$ cat config.mk
export PLATFORM = sky130hd
export DESIGN_NAME = svd_acs
export DESIGN_NICKNAME = d
export VERILOG_FILES = /design/src/rtl/core/soft_viterbi_k5_depunctured_decoder_macros.svh /design/src/rtl/core/svd_pkg.sv /design/src/rtl/core/svd_acs.sv
export SDC_FILE = /design/constraint.sdc
export NUM_CORES = 1
export LEC_CHECK = 0
export ABC_AREA = 1
export ABC_CLOCK_PERIOD_IN_PS = 10860
export BUFFER_PORTS_ARGS = -buffer_cell sky130_fd_sc_hd__buf_2
export CAP_MARGIN = 5
export CORE_ASPECT_RATIO = 2
export CORE_UTILIZATION = 59
export DETAILED_ROUTE_END_ITERATION = 10
export PLACE_DENSITY = 0.92
export SYNTH_ARGS = -nofsm -noshare
export SYNTH_HDL_FRONTEND = slang
export SYNTH_SLANG_ARGS = --single-unit
$ cat constraint.sdc
create_clock -name vclk -period 10.86
set_input_delay 2.172 -clock vclk [all_inputs]
set_output_delay 2.172 -clock vclk [all_outputs]
set_load 0.05 [all_outputs]
$ cat src/rtl/core/soft_viterbi_k5_depunctured_decoder_macros.svh
// assertion macros for the soft viterbi decoder
`ifndef SOFT_VITERBI_K5_DEPUNCTURED_DECODER_MACROS_SVH
`define SOFT_VITERBI_K5_DEPUNCTURED_DECODER_MACROS_SVH

// same-cycle implication under the block reset
`define SVD_ASSERT_SAME(lbl, ante, cons) \
    lbl: assert property (@(posedge aclk) disable iff (!aresetn) (ante) |-> (cons)) \
        else $error("decoder assertion failed");

// next-cycle implication under the block reset
`define SVD_ASSERT_NEXT(lbl, ante, cons) \
    lbl: assert property (@(posedge aclk) disable iff (!aresetn) (ante) |=> (cons)) \
        else $error("decoder assertion failed");

`endif

$ cat src/rtl/core/svd_pkg.sv
// shared constants and types of the soft viterbi decoder
`default_nettype none
package svd_pkg;
    localparam int MAX_STEPS_DEF  = 256;
    localparam int NUM_STATES     = 16;
    localparam int PATTERN_MAX    = 64;

    localparam logic [15:0] ERASURE    = 16'h7FFF;
    localparam logic [16:0] BM_SUM     = 17'h1FFFE;
    localparam logic [31:0] BIG_METRIC = 32'h3FFFFFFF;
    localparam logic [31:0] ERR_COST   = 32'hFFFFFFFF;

    // expected code bits per butterfly, bit i for butterfly i
    localparam logic [7:0] EXP_A_MASK = 8'b1111_0000;
    localparam logic [7:0] EXP_B_MASK = 8'b0110_0110;

    localparam int CFG_AW = 2;
    localparam logic [CFG_AW-1:0] CFG_DEPUNCT = 2'd0;
    localparam logic [CFG_AW-1:0] CFG_PATTERN = 2'd1;
    localparam logic [CFG_AW-1:0] CFG_PERIOD  = 2'd2;

    typedef struct packed {
        logic [31:0] metric;
        logic        decision;
    } acs_res_t;
endpackage
`default_nettype wire

$ cat src/rtl/core/svd_acs.sv
// one add-compare-select for one trellis state, shared over all states
`default_nettype none
module svd_acs (
    input  wire logic [15:0]        sym_a,
    input  wire logic [15:0]        sym_b,
    input  wire logic [31:0]        metric_lo,
    input  wire logic [31:0]        metric_hi,
    input  wire logic [2:0]         bfly,
    input  wire logic               odd,
    output svd_pkg::acs_res_t       res
);
    import svd_pkg::*;

    logic [16:0] bm0;
    logic [16:0] bm1;
    logic [15:0] da;
    logic [15:0] db;
    logic [31:0] ma;
    logic [31:0] mb;

    // distance to 0xffff is the complement
    assign da  = EXP_A_MASK[bfly] ? ~sym_a : sym_a;
    assign db  = EXP_B_MASK[bfly] ? ~sym_b : sym_b;
    assign bm0 = {1'b0, da} + {1'b0, db};
    assign bm1 = BM_SUM - bm0;

    assign ma = metric_lo + 32'(odd ? bm1 : bm0);
    assign mb = metric_hi + 32'(odd ? bm0 : bm1);

    assign res.decision = (ma >= mb);
    assign res.metric   = (ma >= mb) ? mb : ma;
endmodule
`default_nettype wire

# [Word-level counts from Yosys, hierarchy flattened]
# Memory sizes are Yosys's and may differ from the RTL's.
# Cells that the tools add are included.
[word_totals] word_cells=17 mem_count=2 inputBits=100 output_inout_bits=33 ramBits=0 romBits=16 latch_bits=0 reg_bits=0
[mem_list] memory="(no name shown)" depth=8 word_bits=1 read_ports=1 rd_ports_with_merged_regs=0 wr=0 line_no="svd_acs.sv:23" rtl="assign db = EXP_B_MASK[bfly] ? ~sym_b : sym_b;"
[mem_list] memory="(no name shown)" depth=8 word_bits=1 read_ports=1 rd_ports_with_merged_regs=0 wr=0 line_no="svd_acs.sv:22" rtl="assign da = EXP_A_MASK[bfly] ? ~sym_a : sym_a;"
[op_classes] shift=0 n_div=0 muxes=7 eq_ne=0 n_mul=0 addsub=4 n_lt_le_gt_ge=2 reduce_logical=0 bitwise_logic=2
[op_table] op="$add 32x17->32" count=2
[op_table] op="$mux 17" count=2
[op_table] op="$ge 32x32->1" count=1
[op_table] op="$mux 16" count=2
[op_table] op="$mux 32" count=1
[op_table] op="$not 16->16" count=2
[op_table] op="$add 16x16->17" count=1
[op_table] op="$sub 17x17->17 const A" count=1
[op_table] op="$lt 3x4->1 const B" count=1
[op_table] op="$mux 1" count=2

# [Longest topological paths before layout]
[logic_depth] word_depth=9 ltp_mapped=47

# [Worst setup path before layout]
# Ideal clock, no wire load.
[synth_path] path_type="input to output" start="input port bfly[1]" end="output port res[29] (netlist bit)" arrival_ns=8.694 stages=44 path_slack_ns=-0.006 n_path_buf=2 t_required_ns=8.688 cell_sequence="xnor2_1 -> buf_2 -> xor2_1 -> inv_1 -> ha_1 -> inv_1 -> fa_1 -> inv_1 -> ha_1 -> inv_1 -> nor2_2 -> nand3_2 -> nor2_2 -> nand2_2 -> nor2_4 -> nand2_4 -> nor2_8 -> nand2_1 -> [8 not listed] -> nor3_1 -> nand2_1 -> nand2_1 -> nand2_1 -> nand2_1 -> nand2_1 -> or2_0 -> nand2_1 -> inv_1 -> ha_1 -> nand2_1 -> nor2_1 -> and3_1 -> a21boi_1 -> nor2_1 -> nand2_2 -> buf_2 -> o21ai_0"
[synth_lines] element="start, declared" line_no="svd_acs.sv:8" rtl="input wire logic [2:0] bfly,"
[synth_lines] element="end, declared" line_no="svd_acs.sv:10" rtl="output svd_pkg::acs_res_t res"

==> summary.txt <==
Run status
  • Status: complete, no violations

Pwr
  • Leak Pwr: 4.472 nW
  • Sequential Power Share: 0
  • Pint: approximately 0.00055 W
  • Sw frac: 0.6725
  • Gate power share: 1.000
  • Sw Pwr: 0.001129 W
  • Clock power share: 0
  • VDD IR max: between 150 and 200 uV
  • PD cells: approximately 220 nW/um^2

Final layout
  • Layout cells sized above 1: 0.1738
  • Sequential cell count: 0
  • Clk_buf instances: 0
  • Nets: 1514
  • Area grow syn2layout: 17.38%
  • N_diodes: 0
  • Layout Cells excl Fill: roughly 1500
  • Post-route design area: about 7600 um^2
  • Sequential cell area: 0 um^2
  • Utilization after layout: 0.7177

Yosys
  • Cell count after synthesis: 1196
  • Number of different library cells in the post-synthesis netlist: a little under 50
  • Syn nets: between 1000 and 1500
  • Post-synthesis sequential area ratio: 0
  • Synth warnings: 0
  • Largest cells by area after synthesis: nand2_1 (23%), ha_1 (17%), inv_1 (11%)
  • Mapped cell area: 6487 um^2
  • Post-Syn Area per Cell: 5.424 um^2
  • Synth area leader: nand2_1
  • Synth top area share: 0.2268

Global routing
  • Vias in the first global route: ~8100
  • Global-route wire length before repair: approximately 36 mm
  • Largest net degree at the start of global routing: 38
  • Total grt overflow: 0
  • Gr usage total: 0.3968
  • Initial antenna violation count: 0

Route
  • DRT Pass-1 Iters: 6
  • DRT iter0 DRCs: 399
  • DR WL/cell: between 15 and 20 um
  • Remaining antenna violation count: 0
  • Final WL: approximately 24 mm
  • Vias: about 8400
  • DR DRC count: 0
  • Routed vias/inst: 5.738

Die
  • DIE AREA: 11440 um^2
  • Core area: between 10000 and 15000 um^2
  • Number of cell rows: 53
  • Die Y: 150.3 um
  • Starting density of the core: 0.6114
  • Die W: 76.15 um
  • # IOs: 133

Critical path
  • Startpoint types: primary input
  • Worst path max stage delay: 0.47 ns
  • Worst path most repeated cell: nand2_1
  • Critical path class: primary input to output port
  • CP max stage cell: fa_1
  • Arrival @ worst endpoint: 8.41 ns
  • Worst Path Required: around 8.7 ns
  • Crit path capture type: output port
  • Crit path max fanout: 9

STA
  • Tcrit/Tclk final: 0.9743
  • Endpoints failing hold: 0
  • Worst-margin pin slew: 0.8525 ns
  • Setup violators final: 0
  • Min setup slack post-route: around 0.28 ns
  • Rel. slew slack: 0.4311
  • Max-slew violations: 0
  • Post-route minimum period: roughly 11 ns
  • Maximum clock frequency: about 0.095 GHz

Worst hold path
  • Worst Hold Launch: metric_lo[27]
  • Worst min path class: primary input to output port
  • Hold EP: res[28]
  • Cells on Worst Hold Path: 5

Flow run
  • Max-Cap Viols: 0

Placement
  • Placed instance count: 1457
  • Pre-CTS WS: around 0.082 ns
  • Number of port buffers: 133
  • Global placer's final weighted congestion: a little over 1
  • Final HPWL from detailed placement: 20.32 mm
  • Placed Area: about 7300 um^2

Clocking
  • CTS resizes: 0
  • CTS Hold Bufs: 0
  • Post-CTS setup buffers: 0
==> metal layers <==
layer,track usage,vias up,part of all wire
li1,-,4074,-
met1,0.3132,3741,0.31
met2,0.8082,384,0.53
met3,0.03091,179,0.048
met4,0.4106,0,0.12
met5,0,-,0
==> cells in the mapped netlist (4+ instances only) <==
master and n:
nand2_1 392, nand4_1 18, a21oi_1 55, nand2_4 8
xnor2_1 10, xor2_1 72, o21ai_0 43, nor2_2 6
nor4_1 4, nor3_1 21, nor2_4 4, o21bai_1 9
nor2_1 78, nand3b_1 6, ha_1 86, nand3_2 7
inv_1 183, nand2_2 22, buf_2 11, o21ai_1 9
nand3_1 100, inv_2 8
==> layout by cell type, fill, tap and decap left out, drive strengths merged <==
cell type,n
and3,2
xnor2,10
inv,191
o21bai,9
nor3,22
nand4,18
o21a,3
xor2,73
nand3b,6
or2,5
clkbuf,8
nand3,107
nor4,4
nand2,422
fa,3
a21oi,56
nor2,89
a211oi,2
ha,86
o311ai,1
or4,1
a31oi,1
o22ai,1
o211ai,1
and2,4
buf,138
a21o,3
a21boi,3
o21ai,54
==> worst max path at each step <==
stage / slack [ns] / startpoint / cells after the start / endpoint
2_1_floorplan: 0.16 / bfly[1] / 43 / res[1]
3_3_place_gp: 0.25 / bfly[1] / 38 / res[24]
3_5_place_dp: 0.08 / bfly[1] / 38 / res[24]
4_1_cts: 0.07 / bfly[1] / 38 / res[24]
5_1_grt: -0.06 / bfly[0] / 46 / res[10]
6_report: 0.28 / bfly[0] / 36 / res[1]
==> through the flow <==
stage	setup TNS (ns)	hold slack, ns	power (W)
6_report	0	4.816	0.001679
5_1_grt	-0.7043	4.864	0.001830
4_1_cts	0	4.857	0.001566
3_5_place_dp	0	4.857	0.001560
3_3_place_gp	0	4.860	0.001534
2_1_floorplan	0	4.727	0.001173
==> cells by family (layout without fill, tap and decap cells) <==
kind of cell,after synthesis,after routing,share of synthesized area
AO/OA/AOI/OAI,134,134,0.1169
XOR/XNOR,83,83,0.1132
adder cells (fa/ha/maj),89,89,0.1751
buffers and inverters,210,337,0.1259
AND/OR/NAND/NOR,680,680,0.4689
==> final cells by class <==
class,count,area [um^2]
inverters,191,716.9
well taps,137,171.4
repair buffers,146,932.1
fillers,1006,2995
multi-input cells,986,5794
==> critical path, delay by kind of cell <==
family	cells	cell delay, ns
adder cells (fa/ha/maj)	4	1.35
XOR/XNOR	3	0.92
buffers and inverters	7	1.02
AO/OA/AOI/OAI	7	1.19
AND/OR/NAND/NOR	15	1.73
==> power by group through the flow <==
stage / combinational [W] / sequential [W] / clock [W]
floorplan: 0.00117 / 0 / 0
global placement: 0.00153 / 0 / 0
detailed placement: 0.00156 / 0 / 0
CTS: 0.00157 / 0 / 0
global route: 0.00183 / 0 / 0
finish: 0.00168 / 0 / 0
(Power assumes the default switching activity.)
